--- config.mk ---
export PLATFORM = sky130hd
export DESIGN_NAME = pcp_ctrl
export DESIGN_NICKNAME = d
export VERILOG_FILES = /design/src/design/pcp_pkg.sv /design/src/design/pcp_ctrl.sv
export SDC_FILE = /design/constraint.sdc
export NUM_CORES = 1
export LEC_CHECK = 0
export ABC_CLOCK_PERIOD_IN_PS = 3100
export BUFFER_PORTS_ARGS = -buffer_cell sky130_fd_sc_hd__buf_2
export CORE_ASPECT_RATIO = 1.4
export CORE_UTILIZATION = 55
export DETAILED_ROUTE_END_ITERATION = 7
export GPL_TIMING_DRIVEN = 0
export PLACE_DENSITY = 0.93
export RECOVER_POWER = 100
export SYNTH_ARGS = -nofsm -noshare
export SYNTH_HDL_FRONTEND = slang
export SYNTH_SLANG_ARGS = --single-unit
--- constraint.sdc ---
create_clock -name clk -period 3.1 [get_ports clk]
set_clock_uncertainty 0.2 [all_clocks]
set_input_delay 0.155 -clock clk [delete_from_list [all_inputs] [get_ports clk]]
set_output_delay 0.155 -clock clk [all_outputs]
set_load 0.02 [all_outputs]
--- src/design/pcp_pkg.sv ---
// shared types and constants for the planar contact penalty block
// used by pcp_ctrl, pcp_datapath and planar_contact_penalty_2d; no dependencies
package pcp_pkg;

    localparam int MAX_FACES_DEF = 64;

    // command codes of an input transaction
    localparam logic CMD_LOAD  = 1'b0;
    localparam logic CMD_QUERY = 1'b1;

    // configuration register indexes
    localparam logic CFG_STIFFNESS  = 1'b0;
    localparam logic CFG_FACE_COUNT = 1'b1;

    localparam logic [31:0] STIFF_RESET = 32'h0001_0000;

    // multiply steps of the contact product sequence
    typedef enum logic [3:0] {
        MUL_CD,
        MUL_EN,
        MUL_FX,
        MUL_FY,
        MUL_CX,
        MUL_XX,
        MUL_XY,
        MUL_CY,
        MUL_YY
    } mul_op_t;

    // one stored boundary segment
    typedef struct packed {
        logic [31:0] px;
        logic [31:0] py;
        logic [17:0] nx;
        logic [17:0] ny;
        logic [31:0] xl;
        logic [31:0] xh;
        logic [31:0] yl;
        logic [31:0] yh;
    } seg_t;

    // controller to datapath
    typedef struct packed {
        logic    load_we;
        logic    query_latch;
        logic    scan_issue;
        logic    read_best;
        logic    bound_a;
        logic    bound_b;
        logic    mul_en;
        logic    mul_first;
        logic [1:0] mul_digit;
        mul_op_t mul_op;
    } cmd_t;

    // datapath to controller
    typedef struct packed {
        logic       found;
        logic       contact;
        logic [6:0] face_count;
    } status_t;

endpackage

--- src/design/pcp_ctrl.sv ---
// sequencing state machine of the planar contact penalty block
// depends on pcp_pkg; drives pcp_datapath through cmd_t and reads status_t
module pcp_ctrl #(
    parameter int MAX_FACES = pcp_pkg::MAX_FACES_DEF,
    parameter int AW = (MAX_FACES > 1) ? $clog2(MAX_FACES) : 1,
    parameter int CW = $clog2(MAX_FACES + 1)
) (
    input  logic             clk,
    input  logic             rst_n,
    input  logic             start,
    input  logic             command,
    input  pcp_pkg::status_t status,
    output pcp_pkg::cmd_t    cmd,
    output logic [AW-1:0]    scan_addr,
    output logic             busy,
    output logic             done
);

    typedef enum logic [3:0] {
        ST_IDLE,
        ST_SCAN,
        ST_DRAIN,
        ST_LOOK,
        ST_BND1,
        ST_BND2,
        ST_BND3,
        ST_MUL,
        ST_DONE
    } state_t;

    state_t              state_reg, state_next;
    logic [CW-1:0]       idx_reg, idx_next;
    logic [1:0]          cnt_reg, cnt_next;
    pcp_pkg::mul_op_t    op_reg, op_next;
    logic                busy_reg, done_reg;
    logic [CW-1:0]       count;

    // number of segments to scan, limited to the table depth
    assign count = (int'(status.face_count) > MAX_FACES) ? CW'(MAX_FACES)
                                                          : CW'(status.face_count);
    assign scan_addr = idx_reg[AW-1:0];
    assign busy = busy_reg;
    assign done = done_reg;

    // next state and commands
    always_comb
    begin
        state_next = state_reg;
        idx_next = idx_reg;
        cnt_next = cnt_reg;
        op_next = op_reg;
        cmd = '0;
        cmd.mul_op = op_reg;
        cmd.mul_digit = cnt_reg;
        unique case (state_reg)
            ST_IDLE:
            begin
                if (start)
                begin
                    if (command == pcp_pkg::CMD_QUERY)
                    begin
                        cmd.query_latch = 1'b1;
                        idx_next = '0;
                        state_next = ST_SCAN;
                    end
                    else
                    begin
                        cmd.load_we = 1'b1;
                    end
                end
            end
            ST_SCAN:
            begin
                if (idx_reg == count)
                begin
                    cnt_next = '0;
                    state_next = ST_DRAIN;
                end
                else
                begin
                    cmd.scan_issue = 1'b1;
                    idx_next = idx_reg + CW'(1);
                end
            end
            ST_DRAIN:
            begin
                cnt_next = cnt_reg + 2'd1;
                if (cnt_reg == 2'd3)
                begin
                    state_next = status.found ? ST_LOOK : ST_DONE;
                end
            end
            ST_LOOK:
            begin
                cmd.read_best = 1'b1;
                state_next = ST_BND1;
            end
            ST_BND1:
            begin
                cmd.bound_a = 1'b1;
                state_next = ST_BND2;
            end
            ST_BND2:
            begin
                cmd.bound_b = 1'b1;
                state_next = ST_BND3;
            end
            ST_BND3:
            begin
                cnt_next = '0;
                op_next = pcp_pkg::MUL_CD;
                state_next = status.contact ? ST_MUL : ST_DONE;
            end
            ST_MUL:
            begin
                cmd.mul_en = 1'b1;
                cmd.mul_first = (cnt_reg == 2'd0);
                cnt_next = cnt_reg + 2'd1;
                if (cnt_reg == 2'd3)
                begin
                    if (op_reg == pcp_pkg::MUL_YY)
                    begin
                        state_next = ST_DONE;
                    end
                    else
                    begin
                        op_next = pcp_pkg::mul_op_t'(op_reg + 4'd1);
                    end
                end
            end
            ST_DONE:
            begin
                state_next = ST_IDLE;
            end
            default:
            begin
                state_next = ST_IDLE;
            end
        endcase
    end

    // state and registered outputs
    always_ff @(posedge clk or negedge rst_n)
    begin
        if (!rst_n)
        begin
            state_reg <= ST_IDLE;
            idx_reg <= '0;
            cnt_reg <= '0;
            op_reg <= pcp_pkg::MUL_CD;
            busy_reg <= 1'b0;
            done_reg <= 1'b0;
        end
        else
        begin
            state_reg <= state_next;
            idx_reg <= idx_next;
            cnt_reg <= cnt_next;
            op_reg <= op_next;
            busy_reg <= (state_next != ST_IDLE);
            done_reg <= (state_next == ST_DONE);
        end
    end

endmodule

==> results.toml <==
[outcome]
status = "finished, final reports clean"

[synthesis]
syn_nets = 175
async_reset_ff_frac = 1.00
postSynthAreaPerCell_um2 = 9.12
netlist-cell-type-count = 53
ys_top_cells_by_count = "dfrtp_1, nor2_1, o21ai_0"
synth_top_area_share = 0.332
synth.most_common_cell = "dfrtp_1"
ys_ff_latch = 19
synth-edff-count = 0
ys.flop_type = "dfrtp_1"
seq_area_frac_synth = 0.332
ys_warn_count = 0
synth_area_leaders = "dfrtp_1, buf_4, ha_1"
synth_area_um2 = 1430
yosys.area.top_type = "dfrtp_1"
synth_cells = 157

[min_path]
worstHoldPathType = "in2reg"
holdPathEnd = "done$_DFF_PN0_"
whs_path_depth = 3
holdCritStartpoint = "status[8]"

[setup_path]
cp_slowest_cell = "a221oi_1"
reg2reg_depth = 5
path_delay_family = "buffers and inverters"
crit_buf_inv = 4
path_max_fanout = 10
worstReg2RegStart = "state_reg[0]$_DFF_PN0_"
critical_path_arrival_ps = 2210
r2r-end = "idx_reg[2]$_DFFE_PN0P_"
r2r_slack_ps = 800
slowest_delay_ps = 460
cp-end-kind = "primary output"
startpoint_type = "register"
worstSetupPathType = "reg2out"
required_ps = 2740
path_depth = 8
path_cells = "clkbuf_1, xnor2_1, a32oi_1, a221oi_1, buf_6, nand2b_4, inv_1, buf_2"

[timing]
timing.fmax_mhz = 391
worst_pin_slew_ps = 1060
finalMaxSlewViolations = 0
fin_crit_sh = 0.826
hold_viol = 0
setup_viol = 0
setup_tns_ps = 0
max_slew_margin = 0.292
rsz0062_at_grt = "false"
layout_min_cycle_time_ps = 2560

[placed_design]
portBuffers = 34
dp_hpwl_um = 2570
routabilityCongestion = 0.893

[floorplanning]
die_height_um = 62.4
core_um2 = 2420
die_w_um = 45.1
start_util = 0.592
die-area_um2 = 2810
fp-row-count = 21
io_pins = 35

[power_and_ir_drop]
swShare = 0.493
power.share.clock = 0.085
power_density_nw_per_um2 = 925
peakVddDrop_uv = 556
switchingPower_mw = 0.750
comb_power_share = 0.634
p_int_mw = 0.773
leakagePower_nw = 0.707
power_frac_seq = 0.281

[final_layout]
area_growth_pct = 15.0
diodes = 0
nets = 215
largest_reg_flops = 7
fin_util = 0.681
drive_gt1_frac = 0.214
fillerInstances = 229

[route]
drtIter0Drc = 56
dr.max_layer_used = "met4"
dr_wl_met2_um = 1830
wl_met3_um = 150
drtPass1Iterations = 5
routed_wirelength_um = 3400
wl_met1_um = 1330
drc = 0
detail-route-antenna-nets = 0
wl_per_cell_um = 14.8
viasPerCell = 5.83
via_count = 1340

[clock_tree]
cts_root_buffer = "clkbuf_4"
cts_max_level = 1
cts_tree = "built"
clock_latency_ps = 300
cts_buffers = 3
path_clk_slew_ps = 100
clock_path_buffers = 2
clock-sinks = 19
ctsResizeCount = 0

[flow_run]
maxCapViolCount = 0

[global_route]
grt_pass1_vias = 1290
grt_start_max_net_pins = 20
grt_pass1_wl_um = 5670
antenna_found_initial = 0
grt_overflow_total = 0
track_usage = 0.266
## worst max-delay path by stage
stage,startpoint,endpoint,slack (ps)
2_1_floorplan,cnt_reg[0]$_DFFE_PN0P_,busy$_DFF_PN0_,1120
3_3_place_gp,state_reg[1]$_DFF_PN0_,idx_reg[2]$_DFFE_PN0P_,1000
3_5_place_dp,cnt_reg[0]$_DFFE_PN0P_,busy$_DFF_PN0_,960
4_1_cts,idx_reg[0]$_DFFE_PN0P_,cmd[11],680
5_1_grt,idx_reg[3]$_DFFE_PN0P_,cmd[11],350
6_report,idx_reg[3]$_DFFE_PN0P_,cmd[11],540
## through the flow
step	instance area [µm²]	total power, mW	setup WS [ps]	std cells	hold WS [ps]
finish	1650	1.52	540	230	60.2
global route	1650	1.64	352	230	79.4
CTS	1680	1.54	677	230	64.6
global placement	1640	1.36	1000	225	-86.4
floorplan	1430	1.16	1120	157	-341
detailed placement	1640	1.41	960	225	-75.2
## tightest hold or removal path, cell delays in order
cell and delay, ps:
buf_2 80, nor2b_1 60, a31o_2 230
## kinds of logic (layout without fill, tap and decap cells)
kind of cell    Yosys count  count (layout)  synth area share
flops                    19              19             0.332
fa+ha+maj                 5               5            0.0437
simple gates             56              56             0.243
mux                       3               3            0.0219
compound gates           44              44             0.219
buf+inv                  24              63             0.104
xor+xnor                  6               6            0.0367
## power groups by stage
stage	registers, mW	logic (mW)	clock network [mW]
3_3_place_gp	0.421	0.939	0
6_report	0.428	0.966	0.129
3_5_place_dp	0.432	0.980	0
5_1_grt	0.444	1.06	0.136
2_1_floorplan	0.445	0.718	0
4_1_cts	0.427	0.985	0.128
## area by class of cell
type                            instances  area, µm²  area share
Buffer                                 14        105      0.0638
Clock buffer                            4       26.3      0.0160
Inverter                               10       37.5      0.0228
Multi-Input combinational cell        114        801       0.486
Sequential cell                        19        475       0.289
Tap cell                               34       42.5      0.0258
Timing Repair Buffer                   35        159      0.0965
## per-layer routing
layer | global-route usage | vias up
met3 | 0.0262 | 12
met5 | 0 | -
met4 | 0.121 | 0
li1 | - | 644
met1 | 0.305 | 628
met2 | 0.469 | 56
## cell usage in the layout (no fill, tap or decap), types with 2 or more instances in the layout
cell type / instances
clkbuf_1: 21
dfrtp_1: 19
buf_2: 17
nor2_1: 12
o21ai_0: 11
inv_1: 9
nand2_1: 8
nand3_1: 8
a21oi_1: 7
buf_4: 6
ha_1: 5
clkbuf_4: 5
nor2b_1: 4
nor3_1: 4
xnor2_1: 4
buf_6: 3
nand2b_1: 3
a31o_2: 3
a211oi_1: 3
nand4_1: 2
nand4bb_1: 2
xor2_1: 2
o311ai_0: 2
a21o_1: 2
mux2i_1: 2
or3_1: 2
## timing repair
| item | 4_1_cts | 5_1_grt |
|---|---|---|
| hold buffers | 1 | 0 |
| buffers inserted | 0 | 0 |
| endpoints found under the setup margin | 0 | 0 |
| endpoints found under the hold margin | 19 | 0 |
No activity file was read; power rests on OpenSTA's default activity.
